<file path="src/sv/aoq_pkg.sv">
// Package with the shared types and constants of the bounding box overlap query table.
package aoq_pkg;

  localparam int MAX_BOXES  = 32;
  localparam int COORD_BITS = 24;
  localparam int HALF_BITS  = COORD_BITS - 1;
  localparam int IDX_W      = (MAX_BOXES > 1) ? $clog2(MAX_BOXES) : 1;
  localparam int CNT_W      = $clog2(MAX_BOXES + 1);
  localparam int OUT_IDX_W  = 5;

  localparam logic [1:0] REQ_CLEAR  = 2'd0;
  localparam logic [1:0] REQ_VERTEX = 2'd1;
  localparam logic [1:0] REQ_QUERY  = 2'd2;

  typedef struct packed {
    logic [1:0]                    req_type;
    logic signed [COORD_BITS-1:0]  coord_x;
    logic signed [COORD_BITS-1:0]  coord_y;
    logic signed [COORD_BITS-1:0]  coord_z;
    logic [HALF_BITS-1:0]          half_x;
    logic [HALF_BITS-1:0]          half_y;
    logic [HALF_BITS-1:0]          half_z;
    logic                          final_vertex;
  } req_t;

  typedef struct packed {
    logic [OUT_IDX_W-1:0] box_index;
    logic                 hit;
    logic                 last;
    logic                 overflowed;
  } res_t;

  typedef struct packed {
    logic signed [COORD_BITS-1:0] min_x;
    logic signed [COORD_BITS-1:0] min_y;
    logic signed [COORD_BITS-1:0] min_z;
    logic signed [COORD_BITS-1:0] max_x;
    logic signed [COORD_BITS-1:0] max_y;
    logic signed [COORD_BITS-1:0] max_z;
  } box_t;

  typedef struct packed {
    logic load;
    logic scan_init;
    logic step;
    logic emit_final;
  } cmd_t;

  typedef struct packed {
    logic scan_more;
    logic tvalid;
    logic hit_now;
    logic pend;
    logic out_free;
  } status_t;

endpackage

</file>
<file path="src/sv/aoq_ctrl.sv">
// Controller state machine that sequences item loads and table scans.
module aoq_ctrl (
  input  logic            clk,
  input  logic            rst,
  input  logic            req_valid,
  input  logic [1:0]      req_type,
  input  aoq_pkg::status_t status,
  output logic            req_stall,
  output aoq_pkg::cmd_t   cmd
);

  typedef enum logic {
    IDLE,
    SCAN
  } state_t;

  state_t state;
  logic   accept;
  logic   blocked;

  always_comb begin
    accept  = req_valid && !req_stall;
    blocked = status.hit_now && status.pend && !status.out_free;
    cmd.load       = accept;
    cmd.scan_init  = accept && (req_type == aoq_pkg::REQ_QUERY);
    cmd.step       = (state == SCAN) && !blocked && (status.tvalid || status.scan_more);
    cmd.emit_final = (state == SCAN) && !status.tvalid && !status.scan_more &&
                     status.out_free;
  end

  always_ff @(posedge clk) begin
    if (rst) begin
      state     <= IDLE;
      req_stall <= 1'b0;
    end else begin
      case (state)
        IDLE: begin
          if (accept && (req_type == aoq_pkg::REQ_QUERY)) begin
            state     <= SCAN;
            req_stall <= 1'b1;
          end
        end
        SCAN: begin
          if (cmd.emit_final) begin
            state     <= IDLE;
            req_stall <= 1'b0;
          end
        end
        default: begin
          state     <= IDLE;
          req_stall <= 1'b0;
        end
      endcase
    end
  end

endmodule

</file>
<file path="config.mk">
export PLATFORM = sky130hd
export DESIGN_NAME = aoq_ctrl
export DESIGN_NICKNAME = d
export VERILOG_FILES = /design/src/sv/aoq_pkg.sv /design/src/sv/aoq_ctrl.sv
export SDC_FILE = /design/constraint.sdc
export NUM_CORES = 1
export LEC_CHECK = 0
export BUFFER_PORTS_ARGS = -buffer_cell sky130_fd_sc_hd__buf_4
export CAP_MARGIN = 10
export CELL_PAD_IN_SITES_DETAIL_PLACEMENT = 0
export CELL_PAD_IN_SITES_GLOBAL_PLACEMENT = 2
export CORE_AREA = 2 2 39 41
export DETAILED_ROUTE_END_ITERATION = 12
export DIE_AREA = 0 0 41 43
export HOLD_SLACK_MARGIN = 0.15
export PLACE_DENSITY_LB_ADDON = 0.1
export SLEW_MARGIN = 10
export SYNTH_ARGS = -nofsm -noshare
export SYNTH_HDL_FRONTEND = slang
export SYNTH_SLANG_ARGS = --single-unit
</file>
<file path="constraint.sdc">
create_clock -name clk -period 2.5 [get_ports clk]
set_clock_uncertainty 0.15 [all_clocks]
set_input_delay 0.375 -clock clk [delete_from_list [all_inputs] [get_ports clk]]
set_output_delay 0.375 -clock clk [all_outputs]
set_load 0.05 [all_outputs]
</file>
==> results of run 1 <==
-- cell usage after synthesis --
master     n  area (um2)
nand4bb_4  1        27.5
nor2b_1    1        6.26
and4bb_4   1        16.3
o32ai_2    1        16.3
a211oi_2   1        12.5
dfxtp_1    2        40.0
inv_1      3        11.3
o21ai_1    1        5.00
a31oi_1    1        6.26
or2b_1     1        7.51
buf_4      1        7.51
-- state kept, by name, summed over array words and instances, names as in the netlist --
name       flops
req_stall      1
state          1
-- worst paths after layout --
check                                            start                to  depth (start not counted)
worst max-delay path                  state$_SDFF_PP0_            cmd[0]                          2
worst min-delay path                               rst  state$_SDFF_PP0_                          2
worst max register to register  req_stall$_SDFFE_PP0P_  state$_SDFF_PP0_                          2
worst min register to register        state$_SDFF_PP0_  state$_SDFF_PP0_                          2
-- where the power goes --
part / switching, mW / leakage (nW) / internal (mW)
clock: 0.0178 / 0.0138 / 0.0529
sequential: 0.00190 / 0.0164 / 0.0341
combinational: 0.0212 / 0.107 / 0.0200
-- cells by family after synthesis --
kind of cell | count (synthesis)
flops | 2
buf+inv | 4
simple gates | 4
compound gates | 4
-- final cells by class --
class / count / area share
timing repair buffer: 14 / 0.354
inverter: 3 / 0.0380
clock buffer: 3 / 0.0759
sequential: 2 / 0.135
tap: 16 / 0.0675
multi-input combinational: 8 / 0.329
-- layer usage --
layer,routed length (um),global-route usage,vias to the layer above,part of all wire
li1,-,-,82,-
met1,141,0.0449,73,0.36
met2,195,0.0750,8,0.50
met3,31,0.0157,2,0.080
met4,18,0.100,0,0.047
met5,0,0,-,0
==> impl_metrics.toml, run 1 <==
[status]
status = "finished, final reports clean"

[floorplan]
ios = 15
placementRows = 14
die_height_um = 43
fp.coreArea_um2 = 1380
die_width_um = 41
die-area_um2 = 1760
initial_utilization = 0.113

[timing]
rsz0062_at_grt = "no"
setup_ws_ns = 0.902
clock.fmax_ghz = 0.626
fin_tns_setup_ns = 0
maxSlewViolCount = 0
finalCritPeriodShare = 0.639
maxSlewHeadroom = 0.884
worstMarginPinSlew_ns = 0.174
finalSetupViolCount = 0
finalHoldViolations = 0
min_period_ns = 1.60
hold_slack_ns = 0.177

[worst_setup_path]
crit_family = "flip-flops"
cp_max_fo = 4
required_ns = 1.98
cp-end-kind = "output pin"
crit_buf_inv = 1
path_cells = "and4bb_4, buf_4"
crit_path_max_incr_delay_ns = 0.37
worstSetupPathType = "reg -> out"
critPathArrivalTime_ns = 1.07
rrSetupSlack_ns = 1.51
cp-start-kind = "register"
critical_path.slowest_cell = "dfxtp_1"

[power_and_ir_drop]
p_leak_nw = 0.137
p_per_area_nw_per_um2 = 499
total_power_mw = 0.148
vdd_drop_max_mv = 0.121

[synthesis]
synth_fa_ha_area_frac = 0
ys_warn_count = 0
synth_area_um2 = 156
synth_cell_types = 11
postSynthCellCount = 14
synth-simple-area-share = 0.368
synth-compound-area-share = 0.256
synth_top_family_by_area = "simple AND/OR/NAND/NOR gates"
synth-xor-area-share = 0
yosys-mux-area-fraction = 0
synth_area_per_cell_um2 = 11.2
ys_seq_elements = 2
syn_nets = 24
yosysSeqAreaShare = 0.256

[placement]
routabilityCongestion = 0.565
pre_cts_slack_ns = 0.934
dpl_cell_area_um2 = 274
portBuffers = 14
dp_hpwl_um = 340
place_inst = 43

[global_routing]
grt_max_degree = 5
grt_use_total = 0.0562
grt_first_pass_wirelength_um = 586
antenna_found_initial = 0
first_global_vias = 170
grt_overflow_total = 0

[route]
viasPerCell = 3.59
drt_wl_total_um = 387
vias = 165
drt_iter0_markers = 0
avgRoutedWirePerCell_um = 8.41
ant_nets = 0
drtPass1Iterations = 1
drc_errors = 0

[clock_tree]
post_cts_buffers = 0
cts_buffers = 3
hold_buffers = 0
clock_path_buffers = 2
cts_tree = "built"
clkTransAtPathRegs_ns = 0.03
root_buffer = "clkbuf_4"
cts_sinks = 2
cts.repair.resized = 0
htree_levels = 1
worstSkewPairLatency_ns = 0.22

[layout]
seq_area_um2 = 40.0
stdcell_area_um2 = 297
fin_nets = 42
fillCellCount = 164
final_cell_mix = "14 x buf_4, 3 x inv_1, 3 x clkbuf_4"
area_delta_synth_final_pct = 89.6
final_util = 0.214
multi_input_area_um2 = 97.6
final_common_cell = "buf_4"
drive_gt1_frac = 0.700
final_cells = 46
antenna-diode-count = 0

[min_path]
hold_class = "in -> reg"

[flow_run]
maxCapViolations = 0
No activity file was read; power rests on OpenSTA's default activity.
==> run 2, diff against run 1 <==
==> constraint.sdc (replaced) <==
create_clock -name clk -period 1.64 [get_ports clk]
set_clock_uncertainty 0.15 [all_clocks]
set_input_delay 0.246 -clock clk [delete_from_list [all_inputs] [get_ports clk]]
set_output_delay 0.246 -clock clk [all_outputs]
set_load 0.05 [all_outputs]
==> impl_metrics.toml, run 2 (same netlist as run 1, synthesis figures left out) <==
[global_routing]
antenna_found_initial = 0
first_global_vias = 171
grt_max_degree = 5
grt_use_total = 0.0582
grt_first_pass_wirelength_um = 641
grt_overflow_total = 0

[placement]
portBuffers = 14
routabilityCongestion = 0.548
pre_cts_slack_ns = 0.328
place_inst = 43
dpl_cell_area_um2 = 274

[worst_setup_path]
worstSetupPathType = "reg -> out"
cp_max_fo = 4
cp-end-kind = "output pin"
critPathArrivalTime_ns = 1.09
cp-start-kind = "register"
required_ns = 1.24

[clock_tree]
htree_levels = 1
clkTransAtPathRegs_ns = 0.03
cts_sinks = 2
clock_path_buffers = 2
cts_buffers = 3
worstSkewPairLatency_ns = 0.22
cts_tree = "built"
root_buffer = "clkbuf_4"

[floorplan]
die_width_um = 41
die_height_um = 43
fp.coreArea_um2 = 1380
initial_utilization = 0.113
placementRows = 14
die-area_um2 = 1760
ios = 15

[timing]
finalHoldViolations = 0
finalCritPeriodShare = 0.905
clock.fmax_ghz = 0.674
maxSlewHeadroom = 0.886
fin_tns_setup_ns = 0
min_period_ns = 1.48
rsz0062_at_grt = "no"
maxSlewViolCount = 0
setup_ws_ns = 0.157
finalSetupViolCount = 0
worstMarginPinSlew_ns = 0.170

[power_and_ir_drop]
vdd_drop_max_mv = 0.203
p_seq_frac = 0.242
p_int_mw = 0.165
pwr-share-comb = 0.286
p_leak_nw = 0.141
p_switching_mw = 0.0625
clkPwrFrac = 0.472
p_per_area_nw_per_um2 = 741
p_sw_frac = 0.275

[route]
avgRoutedWirePerCell_um = 9.09
vias = 160
drc_errors = 0
drt_iter0_markers = 1
ant_nets = 0
drtPass1Iterations = 2
viasPerCell = 3.40
drt_wl_total_um = 427

[layout]
final_cells = 47
drive_gt1_frac = 0.677
fin_nets = 43
antenna-diode-count = 0
final_cell_mix = "14 x buf_4, 3 x inv_1, 3 x clkbuf_4"
final_common_cell = "buf_4"
fillCellCount = 159
area_delta_synth_final_pct = 96.0
stdcell_area_um2 = 307
final_util = 0.222
reg.largest.list = "req_stall: 1 flops, state: 1 flops"

[status]
status = "finished, final reports clean"

[flow_run]
maxCapViolations = 0

[min_path]
hold_class = "in -> reg"
[run 2: stage by stage]
step	hold WS, ns	power (mW)
after CTS	0.200	0.237
after floorplan	0.161	0.0917
after global placement	0.281	0.119
after detailed placement	0.285	0.120
final	0.206	0.227
after global routing	0.215	0.244
[run 2: layout make-up]
class / count / area [um2] / area share
repair buffers: 15 / 115 / 0.376
multi-input cells: 8 / 97.6 / 0.318
flip-flops and latches: 2 / 40.0 / 0.131
clock buffers: 3 / 22.5 / 0.0735
well taps: 16 / 20.0 / 0.0653
inverters: 3 / 11.3 / 0.0367
[run 2: worst paths after layout]
kind / from / endpoint / slack (ns) / cells after the start
hold reg to reg: state$_SDFF_PP0_ / state$_SDFF_PP0_ / 0.36 / 2
hold / removal: req_type[1] / state$_SDFF_PP0_ / 0.21 / 3
setup reg to reg: state$_SDFF_PP0_ / req_stall$_SDFFE_PP0P_ / 0.64 / 2
setup / recovery: state$_SDFF_PP0_ / cmd[0] / 0.16 / 2
[run 2: repair_timing]
item / CTS / global route
hold buffers: 1 / 0
endpoints found under the hold margin: 2 / 0
setup buffers: 0 / 0
resized for setup: 0 / 0
[run 2: per-layer routing]
layer / GRT usage / vias to the layer above / wire length, um
li1: - / 84 / -
met1: 0.0577 / 70 / 156
met2: 0.0750 / 6 / 231
met3: 0.0209 / 0 / 39
met4: 0.0800 / 0 / 0
met5: 0 / - / 0
[run 2: critical path, stage by stage (launching register included)]
cell and delay, ns:
dfxtp_1 0.38, and4bb_4 0.29, buf_4 0.20
[run 2: power groups by stage]
stage	logic [mW]	clock network (mW)	registers [mW]
2_1_floorplan	0.0318	0	0.0599
4_1_cts	0.0658	0.116	0.0551
5_1_grt	0.0684	0.120	0.0558
3_3_place_gp	0.0635	0	0.0558
3_5_place_dp	0.0639	0	0.0557
6_report	0.0649	0.107	0.0550
